### src/rtl/deq_pkg.sv
// deq_pkg: shared types and constants for the double-ended queue
// used by deq_cell and double_ended_queue; no dependencies
package deq_pkg;

  localparam int unsigned DEPTH   = 16;
  localparam int unsigned DATA_W  = 32;
  localparam int unsigned CNT_W   = 5;
  localparam int unsigned ODATA_W = 104;

  typedef enum logic [1:0] {
    REQ_PUSH_FRONT = 2'd0,
    REQ_PUSH_BACK  = 2'd1,
    REQ_POP_FRONT  = 2'd2,
    REQ_POP_BACK   = 2'd3
  } req_e;

  typedef enum logic [1:0] {
    ST_DONE      = 2'd0,
    ST_POP_EMPTY = 2'd1,
    ST_PUSH_FULL = 2'd2
  } status_e;

  // data and occupancy handed between neighbouring cells
  typedef struct packed {
    logic                     valid;
    logic signed [DATA_W-1:0] data;
  } deq_link_t;

  // command broadcast to every cell
  typedef struct packed {
    logic go;
    req_e op;
  } deq_cmd_t;

endpackage

### src/rtl/deq_cell.sv
// deq_cell: one storage slot of the queue's shift chain
// depends on deq_pkg for the link and command types
module deq_cell import deq_pkg::*; (
  input  logic                     clk_i,
  input  logic                     rst_ni,
  input  deq_cmd_t                 cmd_i,
  input  logic signed [DATA_W-1:0] data_i,
  input  deq_link_t                left_i,
  input  deq_link_t                right_i,
  output deq_link_t                link_o,
  output logic signed [DATA_W-1:0] back_data_o
);

  logic                     valid_q, valid_d;
  logic signed [DATA_W-1:0] data_q, data_d;
  logic                     is_back;

  assign is_back = valid_q && !right_i.valid;

  always_comb begin
    valid_d = valid_q;
    data_d  = data_q;
    if (cmd_i.go) begin
      case (cmd_i.op)
        REQ_PUSH_FRONT: begin
          valid_d = left_i.valid;
          data_d  = left_i.data;
        end
        REQ_PUSH_BACK: begin
          // first free slot takes the new value
          if (left_i.valid && !valid_q) begin
            valid_d = 1'b1;
            data_d  = data_i;
          end
        end
        REQ_POP_FRONT: begin
          valid_d = right_i.valid;
          data_d  = right_i.data;
        end
        REQ_POP_BACK: begin
          if (is_back) valid_d = 1'b0;
        end
        default: begin
          valid_d = valid_q;
        end
      endcase
    end
  end

  always_ff @(posedge clk_i or negedge rst_ni) begin
    if (!rst_ni) begin
      valid_q <= 1'b0;
    end else begin
      valid_q <= valid_d;
    end
  end

  always_ff @(posedge clk_i) begin
    data_q <= data_d;
  end

  assign link_o.valid = valid_q;
  assign link_o.data  = data_q;
  assign back_data_o  = is_back ? data_q : '0;

endmodule

### src/rtl/double_ended_queue.sv
// double_ended_queue: top level, a row of deq_cell slots with front at slot 0
// depends on deq_pkg and deq_cell
//
// Usage: each request transaction on the s_axis side carries the operation in
// tuser (push front, push back, pop front, pop back) and the value in tdata.
// Every request gives exactly one result transaction on the m_axis side with
// the status, the popped value, the front and back entries after the request
// and the entry count.
// Latency: the result is valid the cycle after the request is taken.
// Throughput: one request per cycle while results are taken; the slots shift
// together, so the next request is taken in the same cycle the result leaves.
// A result register sits between the two sides: a request is taken whenever
// the register is empty or its result is being taken in the same cycle.
// When the receiver stalls the result holds and further requests wait.
// A push on a full queue is dropped, a pop on an empty queue changes nothing;
// both are flagged in the status.
// Reset empties the queue and the result register; no clearing pass is needed.
module double_ended_queue import deq_pkg::*; (
  input  logic               clk_i,
  input  logic               rst_ni,
  input  logic               s_axis_tvalid,
  output logic               s_axis_tready,
  input  logic [31:0]        s_axis_tdata,  // data_in[31:0]
  input  logic [1:0]         s_axis_tuser,  // req_type[1:0]
  output logic               m_axis_tvalid,
  input  logic               m_axis_tready,
  // status[1:0], popped_value[33:2], front_value[65:34], back_value[97:66],
  // entry_count[102:98], zero pad[103]
  output logic [ODATA_W-1:0] m_axis_tdata
);

  req_e                     op;
  logic                     accept;
  logic                     full, empty, reject;
  deq_cmd_t                 cmd;
  deq_link_t                link   [DEPTH];
  logic signed [DATA_W-1:0] back_part [DEPTH];
  logic signed [DATA_W-1:0] front_val, back_val;

  logic                     out_valid_q, out_valid_d;
  status_e                  status_q, status_d;
  logic signed [DATA_W-1:0] popped_q, popped_d;
  logic [CNT_W-1:0]         count_q, count_d;

  assign op     = req_e'(s_axis_tuser);
  assign accept = s_axis_tvalid && s_axis_tready;
  assign full   = (count_q == CNT_W'(DEPTH));
  assign empty  = (count_q == '0);
  assign reject = ((op == REQ_PUSH_FRONT || op == REQ_PUSH_BACK) && full) ||
                  ((op == REQ_POP_FRONT || op == REQ_POP_BACK) && empty);

  assign cmd.go = accept && !reject;
  assign cmd.op = op;

  assign s_axis_tready = !out_valid_q || m_axis_tready;

  for (genvar i = 0; i < DEPTH; i++) begin : g_cell
    deq_link_t left, right;
    if (i == 0) begin : g_head
      assign left.valid = 1'b1;
      assign left.data  = s_axis_tdata;
    end else begin : g_mid
      assign left = link[i-1];
    end
    if (i == DEPTH - 1) begin : g_tail
      assign right.valid = 1'b0;
      assign right.data  = '0;
    end else begin : g_body
      assign right = link[i+1];
    end
    deq_cell u_cell (
      .clk_i       (clk_i),
      .rst_ni      (rst_ni),
      .cmd_i       (cmd),
      .data_i      (s_axis_tdata),
      .left_i      (left),
      .right_i     (right),
      .link_o      (link[i]),
      .back_data_o (back_part[i])
    );
  end

  assign front_val = link[0].valid ? link[0].data : '0;

  // only the back slot drives a non-zero value
  always_comb begin
    back_val = '0;
    for (int i = 0; i < DEPTH; i++) begin
      back_val = back_val | back_part[i];
    end
  end

  always_comb begin
    out_valid_d = out_valid_q;
    status_d    = status_q;
    popped_d    = popped_q;
    count_d     = count_q;
    if (m_axis_tready) out_valid_d = 1'b0;
    if (accept) begin
      out_valid_d = 1'b1;
      status_d    = ST_DONE;
      popped_d    = '0;
      case (op)
        REQ_PUSH_FRONT, REQ_PUSH_BACK: begin
          if (full) status_d = ST_PUSH_FULL;
          else      count_d  = count_q + CNT_W'(1);
        end
        REQ_POP_FRONT: begin
          if (empty) begin
            status_d = ST_POP_EMPTY;
          end else begin
            popped_d = front_val;
            count_d  = count_q - CNT_W'(1);
          end
        end
        REQ_POP_BACK: begin
          if (empty) begin
            status_d = ST_POP_EMPTY;
          end else begin
            popped_d = back_val;
            count_d  = count_q - CNT_W'(1);
          end
        end
        default: begin
          status_d = ST_DONE;
        end
      endcase
    end
  end

  always_ff @(posedge clk_i or negedge rst_ni) begin
    if (!rst_ni) begin
      out_valid_q <= 1'b0;
      count_q     <= '0;
    end else begin
      out_valid_q <= out_valid_d;
      count_q     <= count_d;
    end
  end

  always_ff @(posedge clk_i) begin
    status_q <= status_d;
    popped_q <= popped_d;
  end

  // front and back come straight from the slots, which hold still until the
  // pending result transaction completes
  assign m_axis_tvalid = out_valid_q;
  assign m_axis_tdata  = {1'b0, count_q, back_val, front_val, popped_q, status_q};

endmodule
### config.mk
export PLATFORM = sky130hd
export DESIGN_NAME = double_ended_queue
export DESIGN_NICKNAME = d
export VERILOG_FILES = /design/src/rtl/deq_pkg.sv /design/src/rtl/deq_cell.sv /design/src/rtl/double_ended_queue.sv
export SDC_FILE = /design/constraint.sdc
export NUM_CORES = 1
export LEC_CHECK = 0
export CAP_MARGIN = 10
export CORE_MARGIN = 5
export CORE_UTILIZATION = 60
export DETAILED_ROUTE_END_ITERATION = 16
export DONT_BUFFER_PORTS = 1
export GPL_TIMING_DRIVEN = 0
export HOLD_SLACK_MARGIN = 0.05
export PLACE_DENSITY = 0.86
export SLEW_MARGIN = 20
export SYNTH_ARGS = -nofsm -noshare
export SYNTH_HDL_FRONTEND = slang
export SYNTH_HIERARCHICAL = 1
export SYNTH_SLANG_ARGS = --single-unit
### constraint.sdc
create_clock -name clk_i -period 4 [get_ports clk_i]
set_input_delay 0.2 -clock clk_i [delete_from_list [all_inputs] [get_ports clk_i]]
set_output_delay 0.2 -clock clk_i [all_outputs]
set_load 0.01 [all_outputs]
==> flow_summary.json <==
{
  "die_area_um2": 62900,
  "synthXorXnorAreaFrac_pct": 0.126,
  "place_area_um2": 36000,
  "setup_violations": 0,
  "ir_drop_mv": 0.435,
  "multi_input_area_um2": 16200,
  "dp_slack_ns": 0.873,
  "fin_ws_ns": 0.545,
  "reg2reg_slack_ns": 0.59,
  "io_pins": 144,
  "grt_max_degree": 68,
  "cp_max_fo": 10,
  "synth.cell_area_um2": 34800,
  "worst_pin_slew_ns": 1.24,
  "overflow": 0,
  "r2r_start": "g_cell[12].u_cell/valid_q",
  "cts_tree": "done",
  "wl_mm": 111,
  "start_kind": "register",
  "numClockSinks": 568,
  "setup_tns_ns": 0,
  "grt_pass1_wl_mm": 165,
  "drive_gt1_share_pct": 10.0,
  "maxCapViolations": 0,
  "fp.dieH_um": 251,
  "worstSkewPairLatency_ns": 0.66,
  "synth_top_family_by_area": "compound AO/OA/AOI/OAI gates",
  "period_needed_ns": 3.45,
  "timing.fmax_mhz": 289,
  "drc": 0,
  "end_kind": "output port",
  "synth-seq-area-share_pct": 48.7,
  "synth_mux_area_share_pct": 0.964,
  "vias": 29199,
  "grt_pass1_vias": 26912,
  "crit_type": "reg2out",
  "vias_per_cell": 6.51,
  "cts_buffers": 61,
  "status": "finished, final reports clean",
  "yosys.area.top_type_share_pct": 47.2,
  "cts_root_buffer": "clkbuf_16",
  "initial_core_util_pct": 60.4,
  "cts_buffer_depth": 3,
  "drt_iter0_drc": 4047,
  "rsz0062_at_grt": "no",
  "hold_viol_final": 0,
  "finalClockSkew_ns": 0.0257,
  "fp.dieW_um": 251,
  "antenna_found_initial": 9,
  "numPortBuffers": 0,
  "arrival_ns": 3.25,
  "wl_per_cell_um": 24.7,
  "cts_max_level": 2,
  "yosys.area_share.simple_pct": 20.5,
  "final_area_um2": 38400,
  "post_cts_buffers": 0,
  "dp_hpwl_mm": 84.9,
  "clk_pin_slew_ns": 0.06,
  "place_congestion": 0.966,
  "core_area_um2": 57600,
  "layout.nets": 3806,
  "yosysTopAreaCell": "edfxtp_1",
  "syn2layout_area_growth_pct": 10.6,
  "synthTopCellsByArea": "edfxtp_1, a22oi_1, and2_1",
  "fill_cells": 4372,
  "ant_nets": 0,
  "avgSynthCellArea_um2": 9.87,
  "relSlewSlack_pct": 17.2,
  "timing.final.crit_share_pct": 86.4,
  "ctsResizeCount": 0,
  "post-place-cells": 4329,
  "syn_inst": 3524,
  "required_ns": 3.80,
  "async_flop_share_pct": 3.87,
  "synth_compound_area_share_pct": 20.9,
  "yosysWarnings": 6,
  "r2r_end": "popped_q[14]",
  "yosys_register_bits": 568,
  "synth_edf_count": 546,
  "r2r_cells": 8,
  "ys_types": 38,
  "regArea_um2": 16900,
  "slew_violations": 0,
  "fp-row-count": 88,
  "drtPass1Iterations": 6,
  "p_leak_uw": 0.0140,
  "track_usage_pct": 33.6,
  "ys.flop_type": "edfxtp_1",
  "synth_fa_ha_area_share_pct": 3.62,
  "p_per_area_nw_per_um2": 559,
  "final_cells": 4486,
  "hold_path.class": "in2async"
}
-- timing repair --
item | in CTS | in global routing
setup endpoints to repair | 0 | 0
hold endpoints to repair | 568 | 0
hold buffers | 41 | 0
-- state kept, by name (all words and copies together) (netlist names) --
register / cells
g_cell.u_cell/valid_q: 16
status_q: 2
g_cell.u_cell/data_q: 512
popped_q: 32
count_q: 5
m_axis_tvalid: 1
-- worst max-delay path by stage --
stage	slack, ns	end	from	depth (start not counted)
final	0.55	m_axis_tdata[80]	g_cell[12].u_cell/valid_q	6
after detailed placement	0.87	popped_q[14]	g_cell[12].u_cell/valid_q	8
after CTS	0.82	m_axis_tdata[82]	g_cell[12].u_cell/valid_q	6
after floorplan	1.13	g_cell[0].u_cell/data_q[0]	count_q[4]	4
after global placement	0.18	g_cell[1].u_cell/data_q[4]	count_q[4]	4
after global routing	0.58	m_axis_tdata[86]	g_cell[12].u_cell/valid_q	6
-- synthesized netlist by cell type (all sizes together), types with 17 or more instances --
cell type  count
nor2         544
dfrtp         22
nor2b         32
a21oi        514
buf          209
edfxtp       546
nand2b        18
a22oi        512
nand2         18
nor4         128
mux2i         32
and2         545
nand4         32
inv           65
clkbuf        91
and3b         17
o21ai         19
ha            99
-- per-layer routing --
metal  GRT usage (%)  vias up  wire length [um]
met5               0        -                27
met4            12.5        4              4950
met3            6.34      301             13300
met2            53.3     1993             50000
met1            46.7    13664             42700
li1                -    13237                 -
-- through the flow --
stage	util, %	hold slack (ns)	power [uW]
5_1_grt	66.8	0.0796	22200
3_3_place_gp	62.3	-0.0950	14900
2_1_floorplan	-	-0.0956	12800
4_1_cts	66.7	0.0539	21200
3_5_place_dp	62.5	-0.0949	15200
6_report	66.8	0.0813	21500
-- kinds of logic (layout without fill, tap and decap cells) --
| kind of cell | Yosys count | after routing |
|---|---|---|
| compound gates | 1112 | 1112 |
| xor+xnor | 5 | 5 |
| fa+ha+maj | 100 | 100 |
| buf+inv | 365 | 522 |
| flops | 568 | 568 |
| mux | 33 | 33 |
| other cells | 2 | 42 |
| simple gates | 1339 | 1339 |
-- cell usage in the layout, fill, tap and decap left out, types with 17 or more instances in the layout --
| cell type | count |
|---|---|
| edfxtp_1 | 546 |
| and2_1 | 544 |
| nor2_1 | 544 |
| a21oi_1 | 514 |
| a22oi_1 | 512 |
| buf_2 | 139 |
| nor4_1 | 128 |
| clkbuf_1 | 105 |
| ha_1 | 99 |
| buf_4 | 65 |
| inv_1 | 64 |
| clkbuf_16 | 61 |
| conb_1 | 38 |
| dlygate4sd3_1 | 38 |
| nand4_1 | 32 |
| mux2i_1 | 32 |
| dfrtp_1 | 22 |
| nand2b_1 | 18 |
| nand2_1 | 18 |
| o21ai_0 | 18 |
| clkinv_2 | 17 |
-- power by group --
group	internal [uW]	switching (uW)
clock	3440	2450
sequential	7610	702
combinational	2460	4830
total	13500	7980
-- cell type report --
class | instances | area share (%)
inverter | 65 | 0.635
antenna | 4 | 0.0260
clock buffer | 75 | 4.11
tap | 765 | 2.49
clock inverter | 37 | 1.18
timing repair buffer | 45 | 1.35
sequential | 568 | 44.1
multi-input combinational | 2627 | 42.1
buffer | 300 | 4.02
-- worst max-delay path, stage by stage (launching register included) --
cell      delay, ns
dfrtp_1        0.39
buf_4          0.18
nor2b_4        0.07
clkbuf_1       0.20
and2_1         0.22
nor4_1         0.97
nand4_1        0.58
(Power assumes the default switching activity.)
